### src/rtl/stu_fifo.sv
module stu_fifo #(
  parameter int WIDTH = 8,
  parameter int DEPTH = 4
) (
  input  logic             clk,
  input  logic             rst,
  input  logic             push,
  input  logic [WIDTH-1:0] wdata,
  output logic             full,
  input  logic             pop,
  output logic [WIDTH-1:0] rdata,
  output logic             empty
);

  localparam int AW = $clog2(DEPTH);

  logic [WIDTH-1:0] mem [DEPTH];
  logic [AW-1:0]    wp;
  logic [AW-1:0]    rp;
  logic [AW:0]      count;

  assign full  = (count == (AW+1)'(DEPTH));
  assign empty = (count == '0);
  assign rdata = mem[rp];

  always_ff @(posedge clk) begin
    if (rst) begin
      wp    <= '0;
      rp    <= '0;
      count <= '0;
    end else begin
      if (push) wp <= wp + 1'b1;
      if (pop) rp <= rp + 1'b1;
      case ({push, pop})
        2'b10:   count <= count + 1'b1;
        2'b01:   count <= count - 1'b1;
        default: count <= count;
      endcase
    end
  end

  always_ff @(posedge clk) begin
    if (push) mem[wp] <= wdata;
  end

  a_no_overflow: assert property (@(posedge clk) disable iff (rst) push |-> !full)
    else $error("push into full queue");
  a_no_underflow: assert property (@(posedge clk) disable iff (rst) pop |-> !empty)
    else $error("pop from empty queue");
  a_count_range: assert property (@(posedge clk) disable iff (rst)
    count <= (AW+1)'(DEPTH))
    else $error("queue count out of range");

endmodule

### config.mk
export PLATFORM = sky130hd
export DESIGN_NAME = stu_fifo
export DESIGN_NICKNAME = d
export VERILOG_FILES = /design/src/rtl/stu_fifo.sv
export SDC_FILE = /design/constraint.sdc
export NUM_CORES = 1
export LEC_CHECK = 0
export ABC_AREA = 1
export BUFFER_PORTS_ARGS = -buffer_cell sky130_fd_sc_hd__buf_4
export CORE_MARGIN = 2
export CORE_UTILIZATION = 35
export CTS_CLUSTER_SIZE = 14
export DETAILED_ROUTE_END_ITERATION = 12
export HOLD_SLACK_MARGIN = 0.06
export PLACE_DENSITY = 0.65
export SLEW_MARGIN = 25
export SYNTH_ARGS = -nofsm -noshare
export SYNTH_HDL_FRONTEND = slang
export SYNTH_SLANG_ARGS = --single-unit
### constraint.sdc
create_clock -name clk -period 3.55 [get_ports clk]
set_clock_uncertainty 0.1 [all_clocks]
set_input_delay 0.355 -clock clk [delete_from_list [all_inputs] [get_ports clk]]
set_output_delay 0.355 -clock clk [all_outputs]
set_load 0.01 [all_outputs]
==> run summary, run 1 <==
Iteration count of the initial detailed-routing pass: 4
Largest net degree at the start of global routing: 18
Routed wire length: 3.11 mm
PwrDens: 564 nW/um^2
Dpl hpwl: 2.14 mm
RSZ-0062 raised after global routing: no
Footprint of the multi-input gates: 407 sq um
Number of global-route vias before repair: 1117
DRC: 0
Clock buffer depth: 2
Clock sinks: 41
Slew Limit Fails: 0
PostCTS Resize Cnt: 0
Part of the cycle the worst path needs: 60.7%
Starting Density: 36.9%
FF+latch count, synth: 41
PortBufs: 21
ANT cells: 0
Total GRT Usage: 13.2%
CTS H-tree depth: 2
Cell Rows: 24
Fmax: 464 MHz
WS Path Type: reg2out
Sum of negative setup slack: 0 ns
Final Hold Vio Count: 0
Syn Nets: 152
Register area share after synthesis: 69.7%
Crit end category: output pin
CTS clk-pin slew, worst paths: 0.08 ns
Clk_lat worst skew: 0.29 ns
Final Critical Period: 2.16 ns
Gpl congestion: 0.710
Post-layout nets: 178
YS warnings: 0
Cts hold-fix bufs: 0
Worst Max-Slew Pin Slew: 0.552 ns
Hold path cells: 1
Most common cell after layout, fill and taps aside: edfxtp_1
# fillers: 419
# Post-CTS Setup Buffers: 0
Crit path DAT: 1.70 ns
Die span in y: 72.4 um
Share of cells above drive strength 1: 21.1%
Worst VDD drop: 0.000240 V
Worst R2R Path Depth: 7
WL/cell: 14.6 um
Synthesis-to-finish area growth: 20.4%
Synth Area per Inst: 12.2 sq um
Number of I/O pins: 22
Number of vias in the routed layout: 1063
Outcome: finished clean
Max Cap Viol: 0
Final Core Density: 44.4%
Mapped Cells: 134
Mapped Area: 1640 sq um
Detailed Route Iter0 Violations: 64
TritonCTS clock tree: yes
Worst Path Required: 3.09 ns
Initial antenna violation count: 0
Lkg Pwr: 0.788 nW
CP max FO: 17
Endpoints failing setup: 0
Most frequent cells in the layout: 32 x edfxtp_1, 21 x buf_4, 18 x o21ai_0, 17 x inv_1, 17 x nor2_1
HP Class: in2reg
Die Wd: 72.4 um
Distinct cells, synth: 18
Die area: 5240 sq um
First-pass GRT wire length: 5.19 mm
CTS buffer count: 5
Congestion Overflow GR: 0
FF+latch area: 1140 sq um
Post-DRT Antenna Nets: 0
CTS root buf: clkbuf_8
Avg Vias per Cell: 4.99
Core area: 4440 sq um
Slew headroom: 63.2%
Critical Path Source Type: flop
[where the power goes]
part           internal [W]  switching [W]  total, W
registers          0.000542      0.0000154  0.000558
logic             0.0000496      0.0000659  0.000116
clock network      0.000279       0.000159  0.000438
[final cells by class]
class | instances | area share [%]
Clock buffer | 5 | 3.49
Clock inverter | 3 | 3.30
Inverter | 18 | 3.43
Multi-Input combinational cell | 73 | 20.6
Sequential cell | 41 | 57.9
Tap cell | 52 | 3.30
Timing Repair Buffer | 21 | 7.99
[synth_stat cells]
library cell  count  area [sq um]
dfxtp_1           9           180
nand4_1           1          6.26
nor2_2            2          12.5
edfxtp_1         32           961
buf_6             2          22.5
nand2_1           9          33.8
ha_1              5          62.6
fa_1              1          20.0
nor2_1           17          63.8
inv_2             1          3.75
o22ai_1           8          50.1
nor3_1            2          10.0
inv_1            17          63.8
nand3_1           1          5.00
o21ai_0          18          90.1
o21ai_2           2          17.5
o21ai_1           2          10.0
a21oi_1           5          25.0
[critical path, stage by stage (launching register included)]
cell     delay [ns]
dfxtp_1        0.67
inv_2          0.27
o21ai_0        0.22
o22ai_1        0.10
buf_4          0.15
[kinds of logic after synthesis]
logic type / share of synthesized area (%)
and+or+nand+nor: 8.02
AOI/OAI and AO/OA: 11.8
buffers and inverters: 5.50
DFF: 69.7
adders and majority gates: 5.04
[metrics by stage]
step	total power, W	instance area (sq um)	cells	hold WS [ns]	setup slack, ns
after floorplan	0.000631	1640	134	0.312	2.03
final	0.00111	1970	213	0.159	1.39
after global routing	0.00116	1970	213	0.148	1.17
after detailed placement	0.000686	1840	205	0.349	1.69
after global placement	0.000677	1840	205	0.324	1.74
after CTS	0.00112	1970	213	0.150	1.36
[routing by layer]
layer,wire [um],track usage (%)
met1,1300,15.0
met2,1550,22.6
met3,215,5.14
met4,42,4.73
met5,0,0
[flip-flops by register name, indices dropped and copies added (netlist names), named ones only]
name   count
count      3
mem       32
rp         2
wp         2
[worst paths after layout]
kind / end / slack [ns] / startpoint
max reg2reg: count[2] / 2.10 / count[0]
max: rdata[3] / 1.39 / flop
min: mem[1][2] / 0.16 / wdata[2]
min reg2reg: rp[1] / 0.37 / rp[1]
Note: power is estimated with default switching activity, not from simulation.
==> run 2: changes to the inputs <==
--- a/config.mk
+++ b/config.mk
@@ -12,7 +12,7 @@
 export CTS_CLUSTER_SIZE = 14
 export DETAILED_ROUTE_END_ITERATION = 12
 export HOLD_SLACK_MARGIN = 0.06
-export PLACE_DENSITY = 0.65
+export PLACE_DENSITY = 0.67
 export SLEW_MARGIN = 25
 export SYNTH_ARGS = -nofsm -noshare
 export SYNTH_HDL_FRONTEND = slang
==> constraint.sdc (replaced) <==
create_clock -name clk -period 1.8 [get_ports clk]
set_clock_uncertainty 0.1 [all_clocks]
set_input_delay 0.18 -clock clk [delete_from_list [all_inputs] [get_ports clk]]
set_output_delay 0.18 -clock clk [all_outputs]
set_load 0.01 [all_outputs]
==> run 2 against run 1 <==
Net effect: global-route usage rose by 0.36 points; sequential cell count did not move; non-clock buffer count rose by 10; core utilization grew 1.2 points; die area stayed put; final area up 2.7%; combinational power grew 120%; clock power increased by 32%; setup slack got worse by 1.2 ns.
==> run summary, run 2 (synthesis results as in run 1) <==
CP max stage cell: dfxtp_2
ANT cells: 0 (unchanged)
CP peak stage delay: 0.45 ns (-0.22 ns)
Number of I/O pins: 22 (unchanged)
Outcome: finished clean
Worst Path Required: 1.52 ns (-1.57 ns)
Total GRT Usage: 13.6% (+0.36 points)
Die area: 5240 sq um (unchanged)
Final Hold Vio Count: 0 (unchanged)
Congestion Overflow GR: 0 (unchanged)
Pre-CTS WS: 0.187 ns (-1.50 ns)
Cell Rows: 24 (unchanged)
Max Cap Viol: 0 (unchanged)
Top reg by flops: mem
Hold path cells: 4 (+3)
Lkg Pwr: 0.807 nW (+2.4%)
Routed wire length: 3.16 mm (+1.4%)
TritonCTS clock tree: yes
Number of global-route vias before repair: 1177 (+5.4%)
Sum of negative setup slack: 0 ns (unchanged)
Dpl hpwl: 2.21 mm (+3.2%)
Final worst slack: 0.148 ns (-1.25 ns)
RSZ-0062 raised after global routing: no
Detailed Route Iter0 Violations: 55 (-14%)
Worst R2R Path Depth: 8 (+1)
Endpoints failing setup: 0 (unchanged)
Part of the cycle the worst path needs: 91.8%
Clock power share: 30.0% (-9.4 points)
Power share of the combinational group: 13.1% (+2.7 points)
Slew Limit Fails: 0 (unchanged)
Die span in y: 72.4 um (unchanged)
Initial antenna violation count: 0 (unchanged)
Most frequent cells in the layout: 32 x edfxtp_1, 23 x buf_4, 18 x o21ai_0, 17 x nor2_1, 16 x inv_1
HP Class: in2reg
Post-layout nets: 188 (+5.6%)
PwrDens: 952 nW/um^2 (+69%)
Clock buffer depth: 2 (unchanged)
Iteration count of the initial detailed-routing pass: 4 (unchanged)
CTS root buf: clkbuf_8
Slew headroom: 73.1% (+9.9 points)
Avg Vias per Cell: 4.86 (-2.7%)
Die Wd: 72.4 um (unchanged)
Crit end category: output pin
Clk_lat worst skew: 0.29 ns (about the same)
CTS clk-pin slew, worst paths: 0.07 ns (about the same)
DRC: 0 (unchanged)
First-pass GRT wire length: 5.36 mm (+3.3%)
Total internal power: 0.00145 W (+67%)
Final Critical Period: 1.65 ns
Starting Density: 36.9% (unchanged)
Clock sinks: 41 (unchanged)
CP Cell Sequence: clkinvlp_4 > o21ai_0 > o22ai_1 > buf_4
Biggest regs: mem (32), count (3)
Crit path DAT: 1.37 ns (-0.33 ns)
Critical Path Source Type: flop
Number of cells on the critical path: 4 (unchanged)
Sw Share: 24.8% (+3.1 points)
Max reg flops: 32 (unchanged)
Synthesis-to-finish area growth: 23.7%
Worst Max-Slew Pin Slew: 0.403 ns (-0.148 ns)
CTS H-tree depth: 2 (unchanged)
Number of vias in the routed layout: 1083 (+1.9%)
CTS buffer count: 5 (unchanged)
Fmax: 605 MHz
Worst VDD drop: 0.000388 V (+62%)
Net Switching: 0.000478 W (+99%)
Most common cell after layout, fill and taps aside: edfxtp_1
WL/cell: 14.1 um (-3.2%)
FF-to-FF setup slack: 0.38 ns (-1.72 ns)
Post-DRT Antenna Nets: 0 (unchanged)
Core area: 4440 sq um (unchanged)
PortBufs: 21 (unchanged)
Gpl congestion: 0.712 (+0.23%)
Share of cells above drive strength 1: 22.8% (+1.7 points)
CP Buf/Inv Count: 2 (unchanged)
WS Path Type: reg2out
Cell family with most CP delay: flip-flops
Seq pwr share: 56.8% (+6.6 points)
Largest net degree at the start of global routing: 17 (-1)
# Post-CTS Setup Buffers: 0 (unchanged)
CP max FO: 9 (-8)
run 2: cell type report:
class                           instances  area, sq um
Fill cell                             406         2420
Clock inverter                          3         17.5
Clock buffer                            5         68.8
Sequential cell                        41         1140
Multi-Input combinational cell         73          407
Timing Repair Buffer                   31          253
Tap cell                               52         65.1
Inverter                               18         71.3
run 2: power groups by stage:
stage / registers, W / clock network [W] / logic, W
2_1_floorplan: 0.00111 / 0 / 0.000135
3_3_place_gp: 0.00111 / 0 / 0.000226
3_5_place_dp: 0.00112 / 0 / 0.000242
4_1_cts: 0.00110 / 0.000600 / 0.000257
5_1_grt: 0.00110 / 0.000625 / 0.000285
6_report: 0.00110 / 0.000580 / 0.000253
run 2: per-stage QoR:
step	power (W)	instance area (sq um)	hold WS (ns)	util (%)	std cells
after detailed placement	0.00136	1850	0.285	41.7	207
after global routing	0.00201	2030	0.136	45.6	223
after floorplan	0.00124	1640	0.179	-	134
after CTS	0.00195	2020	0.109	45.4	223
after global placement	0.00134	1850	0.282	41.7	207
final	0.00193	2030	0.114	45.6	223
run 2: metal layers:
layer | global-route usage (%) | up-vias | wire length, um
met3 | 4.44 | 6 | 144
met1 | 15.8 | 517 | 1420
met4 | 4.32 | 0 | 42
met2 | 23.6 | 22 | 1550
met5 | 0 | - | 0
li1 | - | 538 | -
run 2: worst paths after layout:
path	to	startpoint
setup reg to reg	count[2]	count[0]
hold reg to reg	flop	rp[1]
setup / recovery	rdata[7]	flop
hold / removal	count[2]	rst
run 2: tightest hold or removal path, delay by kind of cell:
family	cells	cell delay, ns
buf+inv	2	0.17
simple gates	2	0.11
run 2: what timing repair did:
action	in CTS	in global routing
setup endpoints to repair	0	6
endpoints found under the hold margin	32	0
resized for setup	0	3
hold buffers	8	0
==> run 3: changes to the inputs <==
--- a/config.mk
+++ b/config.mk
@@ -7,12 +7,14 @@
 export LEC_CHECK = 0
 export ABC_AREA = 1
 export BUFFER_PORTS_ARGS = -buffer_cell sky130_fd_sc_hd__buf_4
+export CORE_ASPECT_RATIO = 1.75
 export CORE_MARGIN = 2
 export CORE_UTILIZATION = 35
 export CTS_CLUSTER_SIZE = 14
 export DETAILED_ROUTE_END_ITERATION = 12
 export HOLD_SLACK_MARGIN = 0.06
 export PLACE_DENSITY = 0.67
+export RECOVER_POWER = 100
 export SLEW_MARGIN = 25
 export SYNTH_ARGS = -nofsm -noshare
 export SYNTH_HDL_FRONTEND = slang
==> run 3 against run 2 <==
Net effect: setup slack worse by 0.043 ns; via count decreased by 2.3%; clock-buffer cell count rose by 3; total power decreased by 1.5%; sequential share of layout area up 1.9 points; final area down 3.5%; die area increased by 0.42%; combinational power is 15% lower; routed wire length decreased by 15%; critical path type unchanged; largest cell class unchanged.
==> run summary, run 3 (synthesis results as in run 1) <==
Outcome: finished clean
Top reg by flops: mem
FF-to-FF setup slack: 0.41 ns (+0.03 ns)
First-pass GRT wire length: 4.45 mm (-17%)
PortBufs: 21 (unchanged)
CP max FO: 12 (+3)
Placed Cells incl. Taps: 206 (-0.48%)
Max Cap Viol: 0 (unchanged)
Dpl cell area: 1850 sq um (-0.41%)
Die span in y: 94.5 um (+31%)
Slew headroom: 74.5% (+1.4 points)
Slew Limit Fails: 0 (unchanged)
Part of the cycle the worst path needs: 94.2% (+2.4 points)
Most frequent cells in the layout: 32 x edfxtp_1, 18 x o21ai_0, 18 x clkbuf_1, 17 x nor2_1, 16 x inv_1
Clock sinks: 41 (unchanged)
Final Core Density: 42.7% (-2.9 points)
Gpl congestion: 0.756 (+6.3%)
Synthesis-to-finish area growth: 19.4%
Worst VDD drop: 0.000484 V (+25%)
Die area: 5260 sq um (+0.42%)
Clock buffer depth: 2 (unchanged)
Fin cells: 222 (-0.45%)
Lkg Pwr: 0.745 nW (-7.6%)
Crit path DAT: 1.42 ns (+0.05 ns)
Core area: 4580 sq um (+3.1%)
Biggest regs: mem (32), count (3)
Most common cell after layout, fill and taps aside: edfxtp_1
Avg Vias per Cell: 4.77 (-1.9%)
Worst Path Required: 1.52 ns (about the same)
Congestion Overflow GR: 0 (unchanged)
Critical Path Source Type: flop
Post-DRT Antenna Nets: 0 (unchanged)
Number of vias in the routed layout: 1058 (-2.3%)
Max reg flops: 32 (unchanged)
CP Cell Sequence: buf_4 > o21ai_0 > o22ai_1 > clkbuf_1
Final Hold Vio Count: 0 (unchanged)
R2R Path Start: count[0]
Initial antenna violation count: 0 (unchanged)
Fin area: 1960 sq um (-3.5%)
CTS buffer count: 5 (unchanged)
Number of global-route vias before repair: 1030 (-12%)
Dpl hpwl: 1.79 mm (-19%)
CP peak stage delay: 0.43 ns (-0.02 ns)
Post-layout nets: 187 (-0.53%)
ANT cells: 0 (unchanged)
Crit end category: output pin
WL/cell: 12.1 um (-15%)
# Post-CTS Setup Buffers: 0 (unchanged)
HP Class: in2reg
Number of I/O pins: 22 (unchanged)
CP max stage cell: dfxtp_1
Detailed Route Iter0 Violations: 22 (-60%)
Cell Rows: 33 (+38%)
Worst Max-Slew Pin Slew: 0.383 ns (-0.0206 ns)
Largest net degree at the start of global routing: 17 (unchanged)
RSZ-0062 raised after global routing: no
Starting Density: 35.7% (-1.1 points)
Endpoints failing setup: 0 (unchanged)
Clk_lat worst skew: 0.28 ns (about the same)
Iteration count of the initial detailed-routing pass: 4 (unchanged)
Final Critical Period: 1.70 ns (+0.0430 ns)
Share of cells above drive strength 1: 10.6% (-12 points)
DRC: 0 (unchanged)
Routed wire length: 2.68 mm (-15%)
Sum of negative setup slack: 0 ns (unchanged)
CTS clk-pin slew, worst paths: 0.07 ns (about the same)
Die Wd: 55.7 um (-23%)
Fmax: 590 MHz (-2.5%)
TritonCTS clock tree: yes
WS Path Type: reg2out
Total GRT Usage: 11.5% (-2.1 points)
PwrDens: 972 nW/um^2 (+2.1%)
CTS root buf: clkbuf_8
Min-delay src: pop
CTS H-tree depth: 2 (unchanged)
run 3: where the power goes:
part / switching, W / total (W) / internal [W]
registers: 0.0000233 / 0.00109 / 0.00107
logic: 0.000132 / 0.000215 / 0.0000832
clock network: 0.000280 / 0.000593 / 0.000312
total: 0.000435 / 0.00190 / 0.00147
run 3: repair_timing:
action / 4_1_cts / 5_1_grt
resized for setup: 0 / 1
hold buffers: 8 / 0
setup endpoints to repair: 0 / 1
hold endpoints to repair: 32 / 0
run 3: critical path: cells and delay by family (launching register included):
kind | cells | cell delay [ns]
buffers and inverters | 2 | 0.41
DFF | 1 | 0.43
AOI/OAI and AO/OA | 2 | 0.28
run 3: metal layers:
metal | up-vias | wire length, um | GRT usage, % | part of all wire (%)
met1 | 495 | 1080 | 10.9 | 40
li1 | 535 | - | - | -
met3 | 6 | 115 | 3.01 | 4.3
met5 | - | 0 | 0 | 0
met4 | 0 | 66 | 6.71 | 2.5
met2 | 22 | 1420 | 21.7 | 53
run 3: cell type report:
type | count | area (sq um)
Inverter | 18 | 67.6
Tap cell | 52 | 65.1
Clock buffer | 8 | 90.1
Sequential cell | 41 | 1140
Timing Repair Buffer | 30 | 185
Fill cell | 454 | 2630
Multi-Input combinational cell | 73 | 407
run 3: stage by stage:
step | power (W) | hold WS, ns | setup WS [ns]
finish | 0.00190 | 0.114 | 0.105
global placement | 0.00134 | 0.283 | 0.272
CTS | 0.00195 | 0.109 | 0.0649
detailed placement | 0.00135 | 0.282 | 0.236
floorplan | 0.00124 | 0.179 | 0.457
global route | 0.00198 | 0.130 | 0.0120
run 3: final timing paths:
kind                            endpoint  depth (start not counted)
worst min register to register      flop                          1
worst min-delay path                flop                          4
worst max-delay path            rdata[0]                          4
worst max register to register  count[2]                          7
